File: src/rtl/ffsa_pkg.sv
// Package: shared constants for the first-fit segment allocator.
`timescale 1ns / 1ps
`default_nettype none
package ffsa_pkg;
  localparam int MemSize     = 2048;
  localparam int MaxSegments = 64;
  localparam int SizeW       = 12;
  localparam int AddrW       = 11;
  localparam int StatusW     = 3;

  localparam logic [StatusW-1:0] ST_GRANTED = 3'd0;
  localparam logic [StatusW-1:0] ST_NOFIT   = 3'd1;
  localparam logic [StatusW-1:0] ST_FREED   = 3'd2;
  localparam logic [StatusW-1:0] ST_UNKNOWN = 3'd3;
  localparam logic [StatusW-1:0] ST_FULL    = 3'd4;

  localparam logic KIND_ALLOC = 1'b0;
  localparam logic KIND_FREE  = 1'b1;
endpackage
`default_nettype wire

File: src/rtl/ffsa_if.sv
// Interfaces: request and result channels.
`timescale 1ns / 1ps
`default_nettype none
interface ffsa_req_if;
  logic                        valid;
  logic                        ready;
  logic                        kind;
  logic [ffsa_pkg::SizeW-1:0]  request_size;
  logic [ffsa_pkg::AddrW-1:0]  block_address;
  modport source (output valid, kind, request_size, block_address, input ready);
  modport sink (input valid, kind, request_size, block_address, output ready);
endinterface

interface ffsa_rsp_if;
  logic                         valid;
  logic                         ready;
  logic [ffsa_pkg::StatusW-1:0] status;
  logic [ffsa_pkg::AddrW-1:0]   start_address;
  logic [ffsa_pkg::SizeW-1:0]   free_total;
  modport source (output valid, status, start_address, free_total, input ready);
  modport sink (input valid, status, start_address, free_total, output ready);
endinterface
`default_nettype wire

File: src/rtl/ffsa_ram.sv
// Generic single-port-write, single-port-read RAM with registered read.
`timescale 1ns / 1ps
`default_nettype none
module ffsa_ram #(
  parameter int Width = 8,
  parameter int Depth = 64
) (
  input  wire logic                     clk,
  input  wire logic                     we,
  input  wire logic [$clog2(Depth)-1:0] waddr,
  input  wire logic [Width-1:0]         wdata,
  input  wire logic [$clog2(Depth)-1:0] raddr,
  output logic      [Width-1:0]         rdata
);
  logic [Width-1:0] mem [Depth];
  always_ff @(posedge clk) begin
    if (we) mem[waddr] <= wdata;
    rdata <= mem[raddr];
  end
endmodule
`default_nettype wire

File: src/rtl/first_fit_segment_allocator_top.sv
// Top level: first-fit segment allocator with hole coalescing.
//
// Usage: requests arrive as words on the in_ channel (kind, request_size,
// block_address); one result word per request leaves on the out_ channel
// (status, start_address, free_total). valid/ready on both sides; a word
// moves at a rising edge where both are high.
// The segment table sits in one RAM, each entry {in_use, length, start},
// with registered reads. The sequencer reads one entry a cycle while it scans.
// A scan visits the entries in order, then posts the result; a split or
// a merge then shifts the table tail, each entry moved being read, then
// written. A free that merges with both neighbors shifts the tail twice.
// One request at a time.
// Reset (synchronous, rst_n low) sets count to one and free total to
// MEM_SIZE; the init state that follows writes entry zero as one hole
// covering the memory, during which in_ready stays low.
// A result waits in the output register while the receiver stalls; the
// next request is taken only once that word has left.
`timescale 1ns / 1ps
`default_nettype none
module first_fit_segment_allocator_top #(
  parameter int MemSize     = ffsa_pkg::MemSize,
  parameter int MaxSegments = ffsa_pkg::MaxSegments
) (
  input wire logic clk,
  input wire logic rst_n,
  ffsa_req_if.sink   in_ch,
  ffsa_rsp_if.source out_ch
);
  localparam int IW = $clog2(MaxSegments);
  localparam int CW = IW + 1;
  localparam int SW = ffsa_pkg::SizeW;
  localparam int AW = ffsa_pkg::AddrW;
  localparam int EW = 1 + SW + AW;

  // Sequencer states.
  localparam logic [3:0] S_INIT  = 4'd0;
  localparam logic [3:0] S_IDLE  = 4'd1;
  localparam logic [3:0] S_SCAN  = 4'd2; // read issued for idx_r
  localparam logic [3:0] S_INS   = 4'd3; // shift tail up, write j+1
  localparam logic [3:0] S_INSW  = 4'd4; // read j
  localparam logic [3:0] S_NXT   = 4'd5; // read neighbor after hit
  localparam logic [3:0] S_PRV   = 4'd6; // read neighbor before hit
  localparam logic [3:0] S_REM   = 4'd7; // shift tail down, write j
  localparam logic [3:0] S_REMW  = 4'd8; // read j+1
  localparam logic [3:0] S_DONE  = 4'd9;
  localparam logic [3:0] S_PRVCK = 4'd10;

  logic [3:0]    st_r, st_nxt;
  logic [CW-1:0] cnt_r, cnt_nxt;
  logic [SW-1:0] free_r, free_nxt;
  logic [CW-1:0] idx_r, idx_nxt;    // scan index / hit index
  logic [CW-1:0] j_r, j_nxt;        // shift cursor
  logic          kind_r, kind_nxt;
  logic [SW-1:0] size_r, size_nxt;
  logic [AW-1:0] addr_r, addr_nxt;
  logic [EW-1:0] hit_r, hit_nxt;    // current (merged) hit entry, or the hole left by a split
  logic          prv_r, prv_nxt;    // pending check of previous neighbor
  logic [ffsa_pkg::StatusW-1:0] ost_r, ost_nxt;
  logic [AW-1:0] oad_r, oad_nxt;
  logic          ov_r, ov_nxt;

  logic          we;
  logic [IW-1:0] wa, ra;
  logic [EW-1:0] wd, rd;

  ffsa_ram #(.Width(EW), .Depth(MaxSegments)) u_tab (
    .clk(clk), .we(we), .waddr(wa), .wdata(wd), .raddr(ra), .rdata(rd)
  );

  logic          rd_use;
  logic [SW-1:0] rd_len, hit_len;
  logic [AW-1:0] rd_sta, hit_sta;
  assign rd_use  = rd[EW-1];
  assign rd_len  = rd[AW +: SW];
  assign rd_sta  = rd[AW-1:0];
  assign hit_len = hit_r[AW +: SW];
  assign hit_sta = hit_r[AW-1:0];

  logic [SW:0] left_w;
  assign left_w = {1'b0, rd_len} - {1'b0, size_r};

  always_comb begin
    st_nxt = st_r; cnt_nxt = cnt_r; free_nxt = free_r; idx_nxt = idx_r;
    j_nxt = j_r; kind_nxt = kind_r; size_nxt = size_r;
    addr_nxt = addr_r; hit_nxt = hit_r; prv_nxt = prv_r; ost_nxt = ost_r;
    oad_nxt = oad_r; ov_nxt = ov_r;
    we = 1'b0; wa = idx_r[IW-1:0]; wd = hit_r; ra = idx_r[IW-1:0];
    if (ov_r && out_ch.ready) ov_nxt = 1'b0;
    case (st_r)
      S_INIT: begin
        we = 1'b1; wa = '0;
        wd = {1'b0, SW'(MemSize), AW'(0)};
        st_nxt = S_IDLE;
      end
      S_IDLE: begin
        ra = '0;
        if (in_ch.valid && !ov_r) begin
          kind_nxt = in_ch.kind; size_nxt = in_ch.request_size;
          addr_nxt = in_ch.block_address; idx_nxt = '0; prv_nxt = 1'b0;
          oad_nxt = '0;
          if (in_ch.kind == ffsa_pkg::KIND_ALLOC && in_ch.request_size == '0) begin
            ost_nxt = ffsa_pkg::ST_NOFIT; st_nxt = S_DONE;
          end else begin
            st_nxt = S_SCAN;
          end
        end
      end
      S_SCAN: begin
        // rd holds entry idx_r
        ra = IW'(idx_r + CW'(1));
        if (kind_r == ffsa_pkg::KIND_ALLOC) begin
          if (!rd_use && rd_len >= size_r) begin
            if (left_w != '0 && cnt_r == CW'(MaxSegments)) begin
              ost_nxt = ffsa_pkg::ST_FULL; st_nxt = S_DONE;
            end else begin
              we = 1'b1; wd = {1'b1, size_r, rd_sta};
              free_nxt = free_r - size_r;
              ost_nxt = ffsa_pkg::ST_GRANTED; oad_nxt = rd_sta;
              if (left_w != '0) begin
                hit_nxt = {1'b0, left_w[SW-1:0], AW'(rd_sta + size_r[AW-1:0])};
                j_nxt = cnt_r - CW'(1);
                cnt_nxt = cnt_r + CW'(1);
                st_nxt = S_INS; ra = IW'(cnt_r - CW'(1));
              end else begin
                st_nxt = S_DONE;
              end
            end
          end else if (idx_r + CW'(1) >= cnt_r) begin
            ost_nxt = ffsa_pkg::ST_NOFIT; st_nxt = S_DONE;
          end else begin
            idx_nxt = idx_r + CW'(1);
          end
        end else begin
          if (rd_use && rd_sta == addr_r) begin
            hit_nxt = {1'b0, rd_len, rd_sta};
            free_nxt = free_r + rd_len;
            ost_nxt = ffsa_pkg::ST_FREED;
            we = 1'b1; wd = {1'b0, rd_len, rd_sta};
            prv_nxt = (idx_r != '0);
            if (idx_r + CW'(1) < cnt_r) st_nxt = S_NXT;
            else st_nxt = S_PRVCK;
          end else if (idx_r + CW'(1) >= cnt_r) begin
            ost_nxt = ffsa_pkg::ST_UNKNOWN; st_nxt = S_DONE;
          end else begin
            idx_nxt = idx_r + CW'(1);
          end
        end
      end
      S_INS: begin
        // rd holds entry j_r (issued previous cycle); j_r >= idx_r
        if (j_r == idx_r) begin
          we = 1'b1; wa = IW'(idx_r + CW'(1)); wd = hit_r; st_nxt = S_DONE;
        end else begin
          we = 1'b1; wa = IW'(j_r + CW'(1)); wd = rd;
          j_nxt = j_r - CW'(1); ra = IW'(j_r - CW'(1));
          st_nxt = S_INSW;
        end
      end
      S_INSW: begin
        ra = j_r[IW-1:0];
        st_nxt = S_INS;
      end
      S_NXT: begin
        // rd holds entry idx_r+1
        if (!rd_use) begin
          hit_nxt = {1'b0, SW'(hit_len + rd_len), hit_sta};
          we = 1'b1; wd = {1'b0, SW'(hit_len + rd_len), hit_sta};
          j_nxt = idx_r + CW'(1);
          ra = IW'(idx_r + CW'(2));
          st_nxt = S_REM;
        end else begin
          st_nxt = S_PRVCK;
        end
      end
      S_PRVCK: begin
        if (prv_r) begin
          ra = IW'(idx_r - CW'(1)); st_nxt = S_PRV;
        end else begin
          st_nxt = S_DONE;
        end
      end
      S_PRV: begin
        prv_nxt = 1'b0;
        if (!rd_use) begin
          we = 1'b1; wa = IW'(idx_r - CW'(1));
          wd = {1'b0, SW'(rd_len + hit_len), rd_sta};
          j_nxt = idx_r; ra = IW'(idx_r + CW'(1));
          st_nxt = S_REM;
        end else begin
          st_nxt = S_DONE;
        end
      end
      S_REM: begin
        // remove entry at cursor start; rd holds entry j_r+1
        if (j_r + CW'(1) >= cnt_r) begin
          cnt_nxt = cnt_r - CW'(1);
          st_nxt = S_PRVCK;
        end else begin
          we = 1'b1; wa = j_r[IW-1:0]; wd = rd;
          j_nxt = j_r + CW'(1);
          st_nxt = S_REMW;
        end
      end
      S_REMW: begin
        ra = IW'(j_r + CW'(1));
        st_nxt = S_REM;
      end
      S_DONE: begin
        ov_nxt = 1'b1;
        st_nxt = S_IDLE;
      end
      default: st_nxt = S_IDLE;
    endcase
  end

  always_ff @(posedge clk) begin
    if (!rst_n) begin
      st_r <= S_INIT; cnt_r <= CW'(1); free_r <= SW'(MemSize); ov_r <= 1'b0;
      prv_r <= 1'b0;
    end else begin
      st_r <= st_nxt; cnt_r <= cnt_nxt; free_r <= free_nxt; ov_r <= ov_nxt;
      prv_r <= prv_nxt;
    end
  end

  always_ff @(posedge clk) begin
    idx_r <= idx_nxt; j_r <= j_nxt; kind_r <= kind_nxt;
    size_r <= size_nxt; addr_r <= addr_nxt; hit_r <= hit_nxt;
    ost_r <= ost_nxt; oad_r <= oad_nxt;
  end

  assign in_ch.ready          = (st_r == S_IDLE) && !ov_r;
  assign out_ch.valid         = ov_r;
  assign out_ch.status        = ost_r;
  assign out_ch.start_address = oad_r;
  assign out_ch.free_total    = free_r;
endmodule
`default_nettype wire

File: src/flat_wrapper.sv
// flat-port wrapper written by rule: the top's interface ports become plain ports
module first_fit_segment_allocator_top_flat 
#(
  parameter int MemSize     = ffsa_pkg::MemSize,
  parameter int MaxSegments = ffsa_pkg::MaxSegments
)
  (clk, rst_n, in_ch_valid, in_ch_kind, in_ch_request_size, in_ch_block_address, in_ch_ready, out_ch_valid, out_ch_status, out_ch_start_address, out_ch_free_total, out_ch_ready);
  ffsa_req_if in_ch_i ();
  ffsa_rsp_if out_ch_i ();
  input wire logic clk;
  input wire logic rst_n;
  input wire logic [$bits(in_ch_i.valid)-1:0] in_ch_valid;
  input wire logic [$bits(in_ch_i.kind)-1:0] in_ch_kind;
  input wire logic [$bits(in_ch_i.request_size)-1:0] in_ch_request_size;
  input wire logic [$bits(in_ch_i.block_address)-1:0] in_ch_block_address;
  output wire logic [$bits(in_ch_i.ready)-1:0] in_ch_ready;
  output wire logic [$bits(out_ch_i.valid)-1:0] out_ch_valid;
  output wire logic [$bits(out_ch_i.status)-1:0] out_ch_status;
  output wire logic [$bits(out_ch_i.start_address)-1:0] out_ch_start_address;
  output wire logic [$bits(out_ch_i.free_total)-1:0] out_ch_free_total;
  input wire logic [$bits(out_ch_i.ready)-1:0] out_ch_ready;
  assign in_ch_i.valid = in_ch_valid;
  assign in_ch_i.kind = in_ch_kind;
  assign in_ch_i.request_size = in_ch_request_size;
  assign in_ch_i.block_address = in_ch_block_address;
  assign in_ch_ready = in_ch_i.ready;
  assign out_ch_valid = out_ch_i.valid;
  assign out_ch_status = out_ch_i.status;
  assign out_ch_start_address = out_ch_i.start_address;
  assign out_ch_free_total = out_ch_i.free_total;
  assign out_ch_i.ready = out_ch_ready;
  first_fit_segment_allocator_top #(.MemSize(MemSize), .MaxSegments(MaxSegments)) u_core (.clk(clk), .rst_n(rst_n), .in_ch(in_ch_i), .out_ch(out_ch_i));
endmodule
File: config.mk
export PLATFORM = sky130hd
export DESIGN_NAME = first_fit_segment_allocator_top_flat
export DESIGN_NICKNAME = d
export VERILOG_FILES = /design/src/rtl/ffsa_pkg.sv /design/src/rtl/ffsa_if.sv /design/src/rtl/ffsa_ram.sv /design/src/rtl/first_fit_segment_allocator_top.sv /design/src/flat_wrapper.sv
export SDC_FILE = /design/constraint.sdc
export NUM_CORES = 2
export LEC_CHECK = 0
export ABC_AREA = 1
export BUFFER_PORTS_ARGS = -buffer_cell sky130_fd_sc_hd__buf_2
export CELL_PAD_IN_SITES_DETAIL_PLACEMENT = 1
export CELL_PAD_IN_SITES_GLOBAL_PLACEMENT = 1
export CORE_ASPECT_RATIO = 0.6
export CORE_MARGIN = 2
export CORE_UTILIZATION = 41
export CTS_CLUSTER_SIZE = 28
export DETAILED_ROUTE_END_ITERATION = 10
export HOLD_SLACK_MARGIN = 0.03
export PLACE_DENSITY = 0.77
export SETUP_SLACK_MARGIN = 0.4
export SLEW_MARGIN = 20
export SYNTH_ARGS = -nofsm -noshare
export SYNTH_HDL_FRONTEND = slang
export SYNTH_SLANG_ARGS = --single-unit
File: constraint.sdc
create_clock -name clk -period 6 [get_ports clk]
set_input_delay 1.2 -clock clk [delete_from_list [all_inputs] [get_ports clk]]
set_output_delay 1.2 -clock clk [all_outputs]
set_load 0.05 [all_outputs]
* Word-level counts from Yosys, hierarchy flattened
Memory sizes are Yosys's and may differ from the RTL's. A register that Yosys moved wholly into a read port is not among the register bits.
Index checks and enable logic that the tools add are counted.
** Storage, ports and cells
- Register bits :: 101
- Bits in writable memories :: 1536
- Input port bits :: 28
- Output and inout port bits :: 28
- Word-level logic and storage cells :: 193
- Memories :: 1
** Operators by class
- Add/sub/neg operators :: 12
- $lt $le $gt $ge :: 4
- Equal/unequal tests :: 35
- Multiplexer cells :: 96
- Bitwise operators :: 1
- Reductions and logical operators :: 31
** Memory list
- u_core.u_tab.mem :: words 64, width 24, read ports 1, clocked after Yosys merged registers in 1, write ports 1, RTL line ffsa_ram.sv:15 : logic [Width-1:0] mem [Depth];
** Operator list (count)
- two-way mux 24 bit :: 12
- one-hot mux 24 bit (6 select lines) :: 1
- two-way mux 7 bit :: 18
- two-way mux 6 bit :: 11
- two-way mux 4 bit :: 13
- two-way mux 12 bit :: 4
- one-hot mux 24 bit (2 select lines) :: 1
- one-hot mux 6 bit (8 select lines) :: 1
- two-way mux 11 bit :: 4
- one-hot mux 4 bit (9 select lines) :: 1
- one-hot mux 7 bit (5 select lines) :: 1
- one-hot mux 7 bit (2 select lines) :: 2
- adder 12 bit :: 2
- two-way mux 3 bit :: 8
- one-hot mux 6 bit (4 select lines) :: 1
- one-hot mux 11 bit (2 select lines) :: 1
- adder 7 x 1 -> 7 bit, second input constant :: 3
- equality test 4 x 3 -> 1 bit, second input constant :: 4
- != test 2 x 1 -> 1 bit, second input constant :: 8
- AND reduction 4 bit :: 4
- greater-or-equal comparator 7 bit :: 2
- != test 2 bit, second input constant :: 7
- subtractor 7 x 1 -> 7 bit, second input constant :: 2
- two-way mux 1 bit :: 13
- 37 further kinds :: 55

* Logic depth before layout (Yosys ltp)
- Depth in word-level cells :: 9
- Gate-level depth with buffers :: 30
- Depth with buffers taken out :: 27

* By module
A second synthesis with hierarchy kept.
** Unflattened totals
- Cells, all modules :: 6871
- Area, all modules :: 73594.3 um^2
** By module, submodules not included
- ffsa_ram :: instances 1, cells each 5248, area each 62812.7 um^2, sequential area each 46604.7 um^2
- first_fit_segment_allocator_top :: instances 1, cells each 1623, area each 10781.6 um^2, sequential area each 2782.7 um^2

* Least setup slack after synthesis
No wires, ideal clock.
- Path kind :: reg-to-reg
- From :: reg u_core.size_r[0]
- To :: mem u_core.u_tab.mem[0][16] (netlist bit) (data pin)
- Setup time :: 702 ps
- Data arrival time :: 4851 ps
- Required time :: 5298 ps
- Path slack :: 447 ps
- Cell stages (with the launch flop) :: 20
- Buffers on the path :: 0
- Clock period less this slack :: 5553 ps
- Path through :: edfxtp_1 -> ha_1 -> inv_1 -> fa_1 -> nand3_1 -> inv_1 -> nor2_1 -> o21bai_2 -> nand2_1 -> nand2_1 -> xor2_1 -> nand3_2 -> nand2_1 -> inv_2 -> nor2_1 -> inv_2 -> a21oi_1 -> inv_1 -> nor3_2 -> o21ai_0
** Between the ends
- Word-level cells in the longest chain between the ends :: 7
- Elaborated cells on any way between the ends :: 9
- Those cells by class :: add/sub (1); order compare (1); mux (4); reduce/logical (3)
** Ends and longest elaborated chain
- from (decl) :: RTL line first_fit_segment_allocator_top.sv:54 : logic [SW-1:0] size_r, size_nxt;
- from (signal assigned) :: RTL line first_fit_segment_allocator_top.sv:228 : size_r <= size_nxt; addr_r <= addr_nxt; hit_r <= hit_nxt;
- subtractor 12 x 12 -> 13 bit :: RTL line first_fit_segment_allocator_top.sv:80 : assign left_w = {1'b0, rd_len} - {1'b0, size_r};
- nonzero test 13 bit :: RTL line first_fit_segment_allocator_top.sv:113 : if (left_w != '0 && cnt_r == CW'(MaxSegments)) begin
- logical AND 1 bit :: RTL line first_fit_segment_allocator_top.sv:113
- two-way mux 24 bit :: RTL line first_fit_segment_allocator_top.sv:113
- two-way mux 24 bit (*) :: RTL line first_fit_segment_allocator_top.sv:112 : if (!rd_use && rd_len >= size_r) begin
- two-way mux 24 bit (*) :: RTL line first_fit_segment_allocator_top.sv:111 : if (kind_r == ffsa_pkg::KIND_ALLOC) begin
- one-hot mux 24 bit (6 select lines) (*) :: RTL line first_fit_segment_allocator_top.sv:89 : case (st_r)
- via u_core.u_tab.wdata[16] :: RTL line ffsa_ram.sv:11 : input wire logic [Width-1:0] wdata,
- to (decl) :: RTL line ffsa_ram.sv:15
Mark *: on every way through the listed nets, which the timed path passes. The rest lies on a longest branch.

* Worst setup path in the final report
- From :: reg u_core.u_tab.rdata[11], read port of u_core.u_tab.mem
- To :: reg u_core.u_tab.rdata[2], read port of u_core.u_tab.mem
** Between the ends
- Word-level cells in the longest chain between the ends :: 7
- Elaborated cells on any way between the ends :: 10
- Those cells by class :: add/sub (1); order compare (1); mux (5); reduce/logical (3)
** Ends and longest elaborated chain
- from (decl) :: RTL line ffsa_ram.sv:13 : output logic [Width-1:0] rdata
- subtractor 12 x 12 -> 13 bit :: RTL line first_fit_segment_allocator_top.sv:80
- nonzero test 13 bit :: RTL line first_fit_segment_allocator_top.sv:113, first_fit_segment_allocator_top.sv:119
- two-way mux 6 bit or logical AND 1 bit (tied branches) :: RTL line first_fit_segment_allocator_top.sv:119, first_fit_segment_allocator_top.sv:113
- two-way mux 6 bit :: RTL line first_fit_segment_allocator_top.sv:113
- two-way mux 6 bit (*) :: RTL line first_fit_segment_allocator_top.sv:112
- two-way mux 6 bit (*) :: RTL line first_fit_segment_allocator_top.sv:111
- one-hot mux 6 bit (8 select lines) (*) :: RTL line first_fit_segment_allocator_top.sv:89
Every way passes the cells marked *; elsewhere a longest branch is shown, timed or not.
A chain may end at the register's enable or synchronous reset.

==> run summary <==
The flow ran to the end, and the final reports show no timing, DRC or antenna violations. The initial cell density of the core is 0.413. The fmax came out at 0.179 GHz. Once detail routing completed, the nets flagged for antenna violations numbered 0. The clock root buffer is clkbuf_16. Of the synthesized area, sequential elements account for 0.639. The category of the critical setup timing path is reg -> reg. Counting stages on the worst path, the most repeated cell is nand3_1.

The slew of the pin with the lowest slew margin is 1.21 ns. After detailed routing, the number of vias per cell comes to 6.07. The die extent in y came out at 340 um. In the post-synthesis netlist, the biggest area contributors are edfxtp_1 (63%), nand3_1 (11%), nand2_1 (8.5%).

Synthesis inferred 1,661 register bits. After layout, the minimum clock period comes to 5.59 ns. The first-pass GRT wire length came out at 420,000 um. The share of synthesized flip-flops with an asynchronous set or reset is 0. Counting instances in the post-synthesis netlist gives the leading cell types as nand2_1 (1,756), nand3_1 (1,723), edfxtp_1 (1,612), inv_1 (789), nand3b_1 (290). The final estimated routing congestion in global placement is 1.02. In the post-synthesis netlist, the cell with the most instances is nand2_1.

The relative slew slack came out at 0.183. After floorplanning, the core was divided into 123 placement rows. Relative to the synthesized area, the layout overhead comes to 12.7%.

The worst register-to-register path has a depth of 25. The number of instances in the synthesized netlist is 7,545. The number of global-route vias before repair was 61,931.

Of the post-synthesis cell area, the dominant cell type holds 0.626. For the worst-skew pair, the clock arrives at the later sink with an insertion delay of 0.84 ns. The number of antenna violations at the first check in global routing came out at 24. The net total in the final layout is 7,670. In this run the critical register-to-register path is captured at u_core.u_tab.rdata[2]$_DFF_P_. The most used flip-flop cell after synthesis is edfxtp_1. For this run, the share of the core covered by cells in the final layout is 0.465.

The total die area is 192,000 um^2. The critical-path maximum fanout is 70. The library cell contributing the largest single delay on the critical path is dfxtp_2. The largest area contributor in the synthesized netlist is edfxtp_1. At the worst endpoint, the required time is 6.70 ns. The most critical setup path has its startpoint at u_core.u_tab.rdata[11]$_DFF_P_.

The setup violation total in the final timing report came out at 0. Entering global routing, the biggest net connects 143 pins. Data arrives at the worst endpoint at 6.29 ns. Across every metal layer, demand over resource in global routing totals 0.295. The pre-CTS setup slack is 0.218 ns.

The share of the clock period used by the worst path after layout came out at 0.932. In this run the critical register-to-register path is launched from u_core.u_tab.rdata[11]$_DFF_P_. The number of endpoints with negative hold slack in the final report was 0. The setup total negative slack came out at 0 ns. Setup slack on the critical path of the routed design comes to 0.408 ns.

On the worst path, the slowest cell contributes a delay of 0.48 ns. The cell area after synthesis is 77,300 um^2. The worst min-delay path category is reg -> reg. The number of buffers created by CTS came out at 161.

After the first detailed-routing iteration, the DRC count stood at 9,613. The half-perimeter wire length after placement is 176,000 um. The total congestion overflow is 0.

The count of distinct cell types in the synthesized netlist is 61. The H-tree generated during clock tree synthesis spans 4 levels. The worst setup slack for register-to-register paths is 0.41 ns.

The total power per unit cell area came out at 428 nW/um^2. The synthesized area divided by synthesized cell count is 10.3 um^2. In this run the horizontal extent of the chip is 565 um.

The end of the critical path is u_core.u_tab.rdata[2]$_DFF_P_. The largest voltage drop on the vdd net came out at 394 uV. The number of design rule violations left after detail routing came out at 0. The static leakage is 34.5 nW. The category of the worst setup path capture point is a register.

The number of sinks handled by clock tree synthesis is 1,661. The maximum clock path buffer count is 4. The clock input transition at the sequential cells of the worst setup and hold paths is 0.07 ns. The boundary pin count came out at 56.

The TritonCTS clock tree is yes. The setup clock skew after layout is 0.0624 ns. Before antenna repair, the detailed router went through 8 iterations. The routed length per placed instance came out at 28.7 um. The number of pins with negative max-slew slack in the final report came to 0. The post-synthesis net count came out at 7,646. Setup repair after global routing could not meet its margin everywhere. The standard cell core area is 187,000 um^2. The max capacitance violation total is 0. The synthesized design contains 1,612 enable-type register cells. The type of origin of the critical path is a register. The detailed-route via count is 61,900.

The count of warnings emitted by yosys is 0. The total wire length came out at 293,000 um. Buffers placed on the I/O ports in this run total 55. The layout cell share with drive strength beyond 1 is 0.0936.
==> flip-flops by register name, summed over array words and instances (netlist names), 3 cells and up <==
name and count:
u_core.addr_r 11, u_core.cnt_r 7, u_core.hit_r 24, u_core.idx_r 7, u_core.j_r 7, u_core.out_ch.free_total 12
u_core.out_ch.start_address 11, u_core.out_ch.status 3, u_core.size_r 12, u_core.st_r 4, u_core.u_tab.mem 1536, u_core.u_tab.rdata 24
==> per-stage QoR <==
stage	power, mW	std cells	area [um^2]	hold WS (ns)
finish	37.3	10192	87100	0.482
global route	38.4	10189	87100	0.530
global placement	25.9	9888	81500	0.459
floorplan	21.2	7545	77300	0.494
CTS	36.6	10174	86700	0.480
detailed placement	26.3	9890	81600	0.467
==> cells by family after synthesis <==
kind of cell	synth area share
simple gates	0.243
flops	0.639
buf+inv	0.0695
compound gates	0.0315
fa+ha+maj	0.0122
xor+xnor	0.00544
==> critical path: cells and delay by family (launching register included) <==
| kind | cells | cell delay (ns) |
|---|---|---|
| AND/OR/NAND/NOR | 14 | 2.18 |
| flip-flops | 1 | 0.48 |
| AO/OA/AOI/OAI | 3 | 0.46 |
| adder cells (fa/ha/maj) | 2 | 0.67 |
| buffers and inverters | 6 | 1.47 |
==> worst min-delay path by stage <==
stage	slack, ns	cells past startpoint	to	startpoint
6_report	0.48	1	u_core.out_ch.free_total[11]$_SDFFE_PN1P_	u_core.out_ch.free_total[11]$_SDFFE_PN1P_
5_1_grt	0.53	1	u_core.addr_r[7]$_DFFE_PP_	in_ch_block_address[7]
4_1_cts	0.48	1	u_core.out_ch.free_total[11]$_SDFFE_PN1P_	u_core.out_ch.free_total[11]$_SDFFE_PN1P_
3_5_place_dp	0.47	1	u_core.out_ch.free_total[11]$_SDFFE_PN1P_	u_core.out_ch.free_total[11]$_SDFFE_PN1P_
3_3_place_gp	0.46	1	u_core.out_ch.free_total[11]$_SDFFE_PN1P_	u_core.out_ch.free_total[11]$_SDFFE_PN1P_
2_1_floorplan	0.49	1	u_core.prv_r$_SDFFE_PN0P_	u_core.prv_r$_SDFFE_PN0P_
==> report_power, final <==
part | total, mW | switching (mW) | internal (mW)
clock | 10.4 | 4.62 | 5.73
sequential | 14.1 | 0.489 | 13.7
combinational | 12.8 | 9.51 | 3.28
total | 37.3 | 14.6 | 22.7
==> metal layers <==
layer  GRT usage  share of wire
met3      0.0884           0.14
met4      0.0790          0.026
met2       0.416           0.42
met1       0.437           0.42
met5     0.00686        0.00080
==> cell usage in the layout (no fill, tap or decap), types with 35 or more instances in the layout <==
cell | netlist | layout
nand3b_1 | 290 | 290
clkbuf_1 | 159 | 35
clkbuf_16 | 0 | 171
buf_2 | 242 | 55
buf_4 | 36 | 211
nand3_1 | 1723 | 1694
clkinv_1 | 2 | 35
buf_12 | 0 | 48
inv_1 | 789 | 786
nor2_2 | 7 | 65
o21ai_0 | 141 | 135
dfxtp_1 | 49 | 47
a21oi_1 | 116 | 115
edfxtp_1 | 1612 | 1612
ha_1 | 69 | 69
nor2_1 | 215 | 153
nand2_1 | 1756 | 1755
==> layout make-up <==
| cell class | count | area, um^2 |
|---|---|---|
| fill | 20529 | 100000 |
| sequential | 1661 | 49400 |
| multi-input combinational | 4601 | 23200 |
| clock buffer | 206 | 4350 |
| timing repair buffer | 335 | 3290 |
| tap | 2500 | 3130 |
| inverter | 809 | 3050 |
| clock inverter | 77 | 729 |
| antenna | 3 | 7.51 |
==> what timing repair did <==
action	in CTS	in global routing
endpoints found under the setup margin	11	285
gates resized for setup	10	26
hold buffers	0	0
pin swaps	0	3
gates cloned	0	7
setup buffers	1	7
Power figures use the tool's default switching activity.
